[config.mk]
export PLATFORM = sky130hd
export DESIGN_NAME = glyph_tile_key_cache
export DESIGN_NICKNAME = d
export VERILOG_FILES = /design/src/hdl/gtkc_pkg.sv /design/src/hdl/gtkc_ctrl.sv /design/src/hdl/gtkc_datapath.sv /design/src/hdl/glyph_tile_key_cache.sv
export VERILOG_INCLUDE_DIRS = /design/src /design/src/hdl
export SDC_FILE = /design/constraint.sdc
export NUM_CORES = 1
export LEC_CHECK = 0
export BUFFER_PORTS_ARGS = -buffer_cell sky130_fd_sc_hd__buf_2
export CORE_AREA = 5 5 295 441
export CTS_CLUSTER_SIZE = 14
export DETAILED_ROUTE_END_ITERATION = 12
export DIE_AREA = 0 0 300 446
export MAX_ROUTING_LAYER = met4
export PLACE_DENSITY_LB_ADDON = 0.12
export SLEW_MARGIN = 0
export SYNTH_ARGS = -nofsm -noshare
export SYNTH_HDL_FRONTEND = slang
export SYNTH_HIERARCHICAL = 1
export SYNTH_SLANG_ARGS = --single-unit
[constraint.sdc]
create_clock -name clock -period 7.25 [get_ports clock]
set_input_delay 1.8125 -clock clock [delete_from_list [all_inputs] [get_ports clock]]
set_output_delay 1.8125 -clock clock [all_outputs]
set_load 0.1 [all_outputs]
[src/hdl/glyph_tile_key_cache_assert.svh]
// assertion macros for the glyph tile key cache
// no dependencies; included by gtkc_datapath, which checks its own logic
`ifndef GLYPH_TILE_KEY_CACHE_ASSERT_SVH
`define GLYPH_TILE_KEY_CACHE_ASSERT_SVH

`ifndef SYNTHESIS

// property holds in the same cycle
`define GTKC_ASSERT(name, clk, rst, prop) \
   name: assert property (@(posedge clk) disable iff (rst) (prop)) \
      else $error("%m: check failed");

// antecedent implies consequent in the next cycle
`define GTKC_ASSERT_NEXT(name, clk, rst, ante, cons) \
   name: assert property (@(posedge clk) disable iff (rst) (ante) |=> (cons)) \
      else $error("%m: check failed");

`else

`define GTKC_ASSERT(name, clk, rst, prop)
`define GTKC_ASSERT_NEXT(name, clk, rst, ante, cons)

`endif

`endif

[src/hdl/gtkc_pkg.sv]
// shared types and constants of the glyph tile key cache
// no dependencies; imported by controller, datapath and top level
`timescale 1ns / 1ps

package gtkc_pkg;

   localparam int ENTRIES = 64;
   localparam int IDX_W   = (ENTRIES > 1) ? $clog2(ENTRIES) : 1;
   localparam int CNT_W   = $clog2(ENTRIES + 1);
   localparam int KEY_W   = 16;

   localparam logic [KEY_W-1:0] KEY_WIDE   = 16'hFF00;
   localparam logic [KEY_W-1:0] KEY_RAW    = 16'hFD00;
   localparam logic [KEY_W-1:0] BYTE_MASK  = 16'h00FF;
   localparam logic [7:0]       SPACE_CHAR = 8'h20;

   typedef enum logic [1:0] {
      OP_PAIR  = 2'd0,
      OP_WIDE  = 2'd1,
      OP_RAW   = 2'd2,
      OP_RESET = 2'd3
   } opcode_type;

   typedef struct packed {
      opcode_type opcode;
      logic [7:0] first_char;
      logic [7:0] second_char;
   } req_type;

   typedef struct packed {
      logic [7:0] tile_index;
      logic       was_cached;
      logic       needs_load;
      logic       recycled;
   } rsp_type;

   typedef struct packed {
      logic start;
      logic scan;
      logic take_hit;
      logic append;
      logic emit;
   } cmd_type;

   typedef struct packed {
      logic special;
      logic hit;
      logic exhausted;
   } status_type;

endpackage

[src/hdl/gtkc_ctrl.sv]
// sequencer of the glyph tile key cache: accept, scan, result hand-off
// depends on gtkc_pkg
`timescale 1ns / 1ps

module gtkc_ctrl
   import gtkc_pkg::*;
(
   input  logic       clock,
   input  logic       reset,
   input  logic       req_valid,
   output logic       req_stall,
   output logic       rsp_valid,
   input  logic       rsp_stall,
   input  status_type status,
   output cmd_type    cmd
);

   typedef enum logic [1:0] {
      S_IDLE,
      S_SCAN,
      S_EMIT
   } state_type;

   state_type state_ff;
   logic      rsp_valid_ff;
   logic      slot_free;

   assign req_stall = (state_ff != S_IDLE);
   assign rsp_valid = rsp_valid_ff;
   assign slot_free = !rsp_valid_ff || !rsp_stall;

   always_comb begin
      cmd          = '0;
      cmd.start    = (state_ff == S_IDLE) && req_valid;
      cmd.scan     = (state_ff == S_SCAN);
      cmd.take_hit = (state_ff == S_SCAN) && status.hit;
      cmd.append   = (state_ff == S_SCAN) && !status.hit && status.exhausted;
      cmd.emit     = (state_ff == S_EMIT) && slot_free;
   end

   always_ff @(posedge clock) begin
      if (reset) begin
         state_ff     <= S_IDLE;
         rsp_valid_ff <= 1'b0;
      end else begin
         case (state_ff)
            S_IDLE: begin
               if (req_valid) begin
                  state_ff <= status.special ? S_EMIT : S_SCAN;
               end
            end
            S_SCAN: begin
               if (status.hit || status.exhausted) begin
                  state_ff <= S_EMIT;
               end
            end
            S_EMIT: begin
               if (slot_free) begin
                  state_ff <= S_IDLE;
               end
            end
            default: begin
               state_ff <= S_IDLE;
            end
         endcase

         if (cmd.emit) begin
            rsp_valid_ff <= 1'b1;
         end else if (!rsp_stall) begin
            rsp_valid_ff <= 1'b0;
         end
      end
   end

endmodule

[src/hdl/gtkc_datapath.sv]
// key store, fill count, scan pointer and result registers of the cache
// depends on gtkc_pkg and glyph_tile_key_cache_assert.svh
`timescale 1ns / 1ps
`include "glyph_tile_key_cache_assert.svh"

module gtkc_datapath
   import gtkc_pkg::*;
(
   input  logic       clock,
   input  logic       reset,
   input  req_type    req_data,
   input  logic       csr_write,
   input  logic [7:0] csr_data,
   input  cmd_type    cmd,
   output status_type status,
   output rsp_type    rsp_data
);

   logic [KEY_W-1:0] key_store [ENTRIES];

   logic [7:0]       base_ff;
   logic [CNT_W-1:0] fill_ff;
   logic [CNT_W-1:0] scan_ff;
   logic             rd_pending_ff;
   logic [KEY_W-1:0] rd_data_ff;
   logic [IDX_W-1:0] cmp_slot_ff;
   logic [KEY_W-1:0] key_ff;
   rsp_type          res_ff;
   rsp_type          rsp_ff;

   logic [KEY_W-1:0] key_in;
   logic             blank;
   logic             issue;
   logic             full;
   logic [IDX_W-1:0] alloc_slot;

   // key formed from the incoming item
   always_comb begin
      case (req_data.opcode)
         OP_PAIR: key_in = {req_data.first_char, req_data.second_char};
         OP_WIDE: key_in = KEY_WIDE | {8'h00, req_data.first_char};
         OP_RAW:  key_in = KEY_RAW | (KEY_W'(fill_ff) & BYTE_MASK);
         default: key_in = '0;
      endcase
   end

   assign blank = (req_data.opcode == OP_PAIR) &&
                  (req_data.first_char == SPACE_CHAR) &&
                  (req_data.second_char == SPACE_CHAR);

   assign issue      = cmd.scan && (scan_ff < fill_ff);
   assign full       = (fill_ff >= CNT_W'(ENTRIES));
   assign alloc_slot = full ? '0 : fill_ff[IDX_W-1:0];

   assign status.special   = blank || (req_data.opcode == OP_RESET);
   assign status.hit       = rd_pending_ff && (rd_data_ff == key_ff);
   assign status.exhausted = !rd_pending_ff && (scan_ff >= fill_ff);

   assign rsp_data = rsp_ff;

   // control state
   always_ff @(posedge clock) begin
      if (reset) begin
         base_ff       <= '0;
         fill_ff       <= '0;
         scan_ff       <= '0;
         rd_pending_ff <= 1'b0;
      end else begin
         if (csr_write) begin
            base_ff <= csr_data;
         end
         if (cmd.start) begin
            scan_ff       <= '0;
            rd_pending_ff <= 1'b0;
            if (req_data.opcode == OP_RESET) begin
               fill_ff <= '0;
            end
         end else begin
            rd_pending_ff <= issue;
            if (issue) begin
               scan_ff <= scan_ff + CNT_W'(1);
            end
            if (cmd.append) begin
               fill_ff <= CNT_W'(alloc_slot) + CNT_W'(1);
            end
         end
      end
   end

   // key memory: one write port, one registered read port
   always_ff @(posedge clock) begin
      if (issue) begin
         rd_data_ff  <= key_store[scan_ff[IDX_W-1:0]];
         cmp_slot_ff <= scan_ff[IDX_W-1:0];
      end
      if (cmd.append) begin
         key_store[alloc_slot] <= key_ff;
      end
   end

   // payload registers
   always_ff @(posedge clock) begin
      if (cmd.start) begin
         key_ff            <= key_in;
         res_ff.tile_index <= '0;
         res_ff.was_cached <= blank;
         res_ff.needs_load <= 1'b0;
         res_ff.recycled   <= 1'b0;
      end else if (cmd.take_hit) begin
         res_ff.tile_index <= base_ff + 8'(cmp_slot_ff);
         res_ff.was_cached <= 1'b1;
         res_ff.needs_load <= 1'b0;
         res_ff.recycled   <= 1'b0;
      end else if (cmd.append) begin
         res_ff.tile_index <= base_ff + 8'(alloc_slot);
         res_ff.was_cached <= 1'b0;
         res_ff.needs_load <= 1'b1;
         res_ff.recycled   <= full;
      end
      if (cmd.emit) begin
         rsp_ff <= res_ff;
      end
   end

   `GTKC_ASSERT(fill_in_range_a, clock, reset, fill_ff <= CNT_W'(ENTRIES))
   `GTKC_ASSERT_NEXT(append_fills_a, clock, reset, cmd.append, fill_ff != '0)
   `GTKC_ASSERT_NEXT(read_below_fill_a, clock, reset, issue && !cmd.start,
      rd_pending_ff && (CNT_W'(cmp_slot_ff) < fill_ff))

endmodule

[src/hdl/glyph_tile_key_cache.sv]
// top level of the glyph tile key cache
// depends on gtkc_pkg, gtkc_ctrl and gtkc_datapath
//
//   channel  | ports                          | direction | content
//   request  | req_valid, req_stall, req_data | in        | opcode, first_char, second_char
//   response | rsp_valid, rsp_stall, rsp_data | out       | tile_index and three flags
//   csr      | csr_write, csr_data            | in        | base_tile, no read-back
//
// a blank pair or a pool reset skips the key store scan and goes straight to the result
// a lookup walks the key store one entry a cycle through its single read port:
//   a hit stops the walk at its slot, a miss walks every filled entry
// one item is in work at a time; a new transfer is taken once the previous
//   result sits in the output register, even while that result is stalled
// synchronous reset empties the pool and clears base_tile; the key store is not cleared
`timescale 1ns / 1ps

module glyph_tile_key_cache
   import gtkc_pkg::*;
(
   input  logic       clock,
   input  logic       reset,
   // request channel
   input  logic       req_valid,
   output logic       req_stall,
   input  req_type    req_data,
   // response channel
   output logic       rsp_valid,
   input  logic       rsp_stall,
   output rsp_type    rsp_data,
   // configuration
   input  logic       csr_write,
   input  logic [7:0] csr_data
);

   // command and status between the sequencer and the datapath
   cmd_type    cmd;
   status_type status;

   // sequencer: owns the handshakes and the scan/append/emit ordering
   gtkc_ctrl u_ctrl (
      .clock     (clock),
      .reset     (reset),
      .req_valid (req_valid),
      .req_stall (req_stall),
      .rsp_valid (rsp_valid),
      .rsp_stall (rsp_stall),
      .status    (status),
      .cmd       (cmd)
   );

   // datapath: key memory, fill count, compare and result registers
   gtkc_datapath u_datapath (
      .clock     (clock),
      .reset     (reset),
      .req_data  (req_data),
      .csr_write (csr_write),
      .csr_data  (csr_data),
      .cmd       (cmd),
      .status    (status),
      .rsp_data  (rsp_data)
   );

endmodule
[Yosys cells after proc, flatten, opt, wreduce, memory -nomap -nowiden]
Memory sizes are Yosys's and may differ from the RTL's. A register that Yosys moved wholly into a read port is not among the register bits.
Cells that the tools add are included.
W data, S select, Z words.
Word-level totals
  latch bits: 0
  RAM bits: 1024
  memory bits (read-only): 0
  output and inout port bits: 13
  memories kept: 1
  input port bits: 31
  flip-flop bits (word level): 70
Memories
  u_datapath.key_store: depth 64, bits a word 16, read ports 1, clocked after memory_dff 1, write ports 1, RTL line gtkc_datapath.sv:19  | logic [KEY_W-1:0] key_store [ENTRIES];
Cells by class
  muxes and demuxes: 17
  multiply operators: 0
  $lt $le $gt $ge: 3
  bitwise logic cells: 0
  div/mod/pow operators: 0
  shift-type cells: 0
  reductions and logical operators: 27
  add/subtract/negate cells: 4
  equal/unequal tests: 13
Operators by type and width (count)
  $pmux W16 S3: 1
  $mux W11: 2
  $mux W7: 3
  $add A8 B6 Y8: 2
  $eq A16 B16 Y1: 1
  $eq A8 B6 Y1 const B: 2
  $logic_and A1 B1 Y1: 10
  $mux W2: 4
  $add A6 B1 Y7 const B: 1
  $add A7 B1 Y7 const B: 1
  $ge A7 B7 Y1: 1
  $ge A7 B7 Y1 const B: 1
  $lt A7 B7 Y1: 1
  $eq A2 B2 Y1 const B: 3
  $mux W6: 1
  $ne A2 B1 Y1 const B: 3
  $pmux W2 S3: 1
  $reduce_bool A2 Y1: 3
  $eq A2 B1 Y1 const B: 2
  $logic_not A1 Y1: 4
  $logic_not A2 Y1: 2
  $mux W1: 4
  $ne A2 B2 Y1 const B: 2
  $reduce_or A2 Y1: 2
  5 further kinds: 7

[Longest topological paths before layout]
  depth in word-level cells: 8
  gate-level depth with buffers: 20

[Modules after synthesis]
The synthesis kept the hierarchy.
By module, submodules not included
  gtkc_datapath: instances 1, area each 43516.7 µm², cells an instance 2143
  gtkc_ctrl: instances 1, area each 158.9 µm², cells an instance 20

[Least setup slack after synthesis]
OpenSTA, ideal clock, no wires.
  path kind: reg2reg
  from: register u_datapath.scan_ff[0]
  to: memory u_datapath.key_store[50][0], enable pin
  data arrival time: 4548 ps
  period minus slack after synthesis: 4979 ps
  stages on the path, launching flop included: 18
  path buffers: 7
  setup time: 431 ps
  setup slack: 2271 ps
  cells stage by stage: dfxtp_1 -> buf_6 -> buf_12 -> buf_12 -> buf_12 -> buf_2 -> inv_1 -> ha_1 -> nor2b_1 -> o21a_1 -> nor2_1 -> a21o_1 -> a21oi_1 -> and3b_1 -> clkbuf_1 -> clkbuf_1 -> nand4_1 -> nor4_1
RTL lines
  start, declared: RTL line gtkc_datapath.sv:23  | logic [CNT_W-1:0] scan_ff;
  start signal, assigned: RTL line gtkc_datapath.sv:81  | scan_ff <= scan_ff + CNT_W'(1);
  end, declared: RTL line gtkc_datapath.sv:19

==> key figures <==
Worst hold path
  – Worst min-delay path class: register to register

Yosys
  – Share of the synthesized area in the top cell type: ~74%
  – Post-Syn Instances: ~2200
  – Sequential-to-total area share from yosys stat: 75.5%
  – Net Count, Synth: between 2000 and 2500
  – Yosys warns: 6
  – Most frequent cell after synthesis: edfxtp_1
  – Main synth FF type: edfxtp_1
  – Synth unique cells: 66
  – Area contributors post-synth: edfxtp_1 74%, mux4_2 12%, mux2i_1 1.7%
  – Post-synth EDFFs: 1074
  – Post-synthesis register bit count: approximately 1100
  – Area of the mapped netlist: 0.0437 mm²
  – Fraction of registers with async set/reset: 0%
  – Top cells by count, synth: 1074 x edfxtp_1, 230 x mux4_2, 137 x nor2_1
  – Largest area contributor in the netlist: edfxtp_1
  – Avg Inst Size Synth: around 20 µm²

Timing
  – Final WS setup: roughly 2800 ps
  – Clk_skew: 18.9 ps
  – Finish-stage setup viols: 0
  – Tmin final: 4440 ps
  – Fin Setup TNS: 0 ps
  – Relative slew slack: approximately a fifth
  – Unrepaired setup endpoints after global routing: no
  – Hold Slack: between 400 and 500 ps
  – Slew Limit Fails: 0
  – Final Hold Fails: 0
  – Worst-Margin Slew: roughly 1200 ps
  – Fin crit share: between 60% and 70%
  – Fmax: between 0.2 and 0.25 GHz

Drt
  – Detailed Route Iter0 Violations: ~1700
  – Drt total wl: between 100000 and 150000 µm
  – DRC Markers: 0
  – Post-route ant nets: 0
  – Via-to-Cell Ratio: approximately 5.4
  – Routed WL per cell: roughly 31 µm
  – Drt pass-1 iters: 6
  – Via count: 21800

Power
  – Switch Pwr: 2.71 mW
  – Peak VDD IR: between 0.00015 and 0.0002 V
  – Pint: between 10 and 15 mW
  – Static leakage: between 15 and 20 nW
  – Sequential Power Share: 55.1%
  – Pwr Density: around 260 mW/mm²
  – Combinational share of power: roughly 3.0%
  – Sw Share: 20.9%
  – Proportion of power drawn by the clock network: between 40% and 50%

Place
  – Dpl ws: around 2900 ps
  – Final Wtd Congestion: roughly 0.84
  – IO Port Bufs: 43
  – HPWL after DPL: ~76000 µm
  – Dpl cells: roughly 3800

Critical path
  – Critical path arrival: around 4800 ps
  – Startpoint types: register
  – FF-to-FF setup slack: around 2800 ps
  – Crit-path max FO: 27
  – Setup CP Type: register to register
  – CP endpoint kind: register
  – Worst Path Required: roughly 7600 ps

Die
  – Die Height: approximately 450 µm
  – Die ar.: about 0.13 mm²
  – Initial Util: between 30% and 40%
  – Core footprint: roughly 0.13 mm²
  – Row cnt: 160
  – Die Width: about 300 µm
  – Ports: between 40 and 50

GRT
  – First-pass GRT wire length: ~180000 µm
  – Largest net degree at the start of global routing: 92
  – Vias in the first global route: between 20000 and 25000
  – Initial antenna violation count: 5
  – Gr usage total: a little under a fifth
  – Grt total ovfl: 0

Clock network
  – Htree depth: 3
  – CTS root buffer: clkbuf_16
  – Setup bufs post-CTS: 0
  – CTS tree: yes
  – CTS Sinks: between 1000 and 1500
  – Post-CTS Hold Buffers: 0
  – Clock-pin slew on the worst setup and hold paths: roughly 70 ps
  – Max clock buf depth: 3
  – Clock latency on the worst-skew pair: roughly 710 ps
  – CTS Buf Count: 104
  – Cts repair resizes: 0

Outcome
  – Outcome: complete, no violations

Cells and area
  – Layout cells sized above 1: about 23%
  – Final std cells w/o fill: about 4000
  – Sequential Area: 0.0330 mm²
  – Area Growth Syn to Fin: 13.3%
  – Multi-input logic area: around 0.010 mm²
  – Fillers: roughly 11000
  – # nets final: between 2000 and 2500
  – Layout Utilization: roughly two fifths

Job
  – Max-Cap Viols: 0
[cell usage in the layout, fill, tap and decap left out, types with 7 or more instances in the layout]
cell type / count
bufinv_16: 11
a22o_1: 13
edfxtp_1: 1074
a222oi_1: 7
inv_1: 21
o21ai_0: 18
a21oi_1: 54
a31oi_1: 7
a22oi_1: 47
clkbuf_16: 106
nand2b_1: 8
clkinv_1: 29
o22ai_1: 16
a211oi_1: 20
nand3_1: 21
mux4_1: 7
nand2_1: 35
buf_2: 44
clkbuf_1: 22
nor2b_1: 16
nor2_1: 136
ha_1: 25
nor3_1: 19
o221ai_1: 12
xor2_1: 9
dfxtp_1: 31
nand4_1: 10
clkinv_2: 13
xnor2_1: 22
mux2i_1: 76
mux4_2: 230
buf_4: 110
[registers in the layout, indices dropped and copies added, names as in the netlist]
| signal | flops |
|---|---|
| u_datapath/key_store | 1024 |
| u_datapath/key_ff | 16 |
| u_datapath/rd_data_ff | 16 |
| u_datapath/res_ff | 11 |
| u_datapath/rsp_data | 11 |
| u_datapath/base_ff | 8 |
| u_datapath/fill_ff | 7 |
| u_datapath/scan_ff | 7 |
| u_datapath/cmp_slot_ff | 6 |
| u_ctrl/state_ff | 2 |
| u_ctrl/rsp_valid | 1 |
| u_datapath/rd_pending_ff | 1 |
[metrics by stage]
step           power, mW  cell area (µm²)
2_1_floorplan       7.47            43700
3_3_place_gp        7.66            46200
3_5_place_dp        7.67            46200
4_1_cts             13.1            49500
5_1_grt             13.4            49500
6_report            13.0            49500
[power by group through the flow]
stage	clock (mW)	combinational [mW]	sequential, mW
detailed placement	0	0.396	7.27
floorplan	0	0.106	7.36
CTS	5.58	0.397	7.14
global placement	0	0.387	7.27
finish	5.44	0.386	7.14
global route	5.85	0.413	7.13
[worst max-delay path, stage by stage, from the launching register on]
cell,delay [ps]
dfxtp_4,740
inv_1,280
ha_1,250
nor2b_1,110
o21a_1,140
nor2_1,50
a21o_1,150
a21oi_1,230
and3b_1,200
buf_4,330
nand4_1,670
nor2_1,600
buf_4,330
[layer usage]
| metal | GRT usage [%] | wire (µm) | up-vias |
|---|---|---|---|
| li1 | - | - | 9250 |
| met1 | 21.9 | 47300 | 11800 |
| met2 | 34.7 | 67900 | 618 |
| met3 | 2.29 | 5250 | 188 |
| met4 | 6.32 | 4210 | 0 |
| met5 | - | 0 | - |
[cells by family (layout without fill, tap and decap cells)]
logic type / count (synthesis) / after routing / share of synthesized area (%)
simple gates: 288 / 288 / 3.08
buf+inv: 139 / 368 / 1.80
xor+xnor: 31 / 31 / 0.622
flops: 1110 / 1110 / 75.5
mux: 319 / 319 / 14.2
compound gates: 248 / 248 / 4.00
other cells: 0 / 1 / 0
fa+ha+maj: 28 / 28 / 0.831
[path summary, 6_finish.rpt]
check | startpoint | end | depth (start not counted)
worst max-delay path | u_datapath/scan_ff[0] | u_datapath/key_store[57][13] | 12
worst min-delay path | u_datapath/res_ff[2] | u_datapath/rsp_data[2] | 0
worst max register to register | u_datapath/scan_ff[0] | u_datapath/key_store[57][13] | 12
worst min register to register | u_datapath/res_ff[2] | u_datapath/rsp_data[2] | 0
[layout make-up]
type | count | share of cell area [%]
antenna | 1 | 0.00506
clock buffer | 128 | 5.53
clock inverter | 60 | 1.15
inverter | 21 | 0.159
multi-input combinational | 914 | 20.1
sequential | 1110 | 66.7
tap | 1620 | 4.10
timing repair buffer | 159 | 2.27
(Power assumes the default switching activity.)
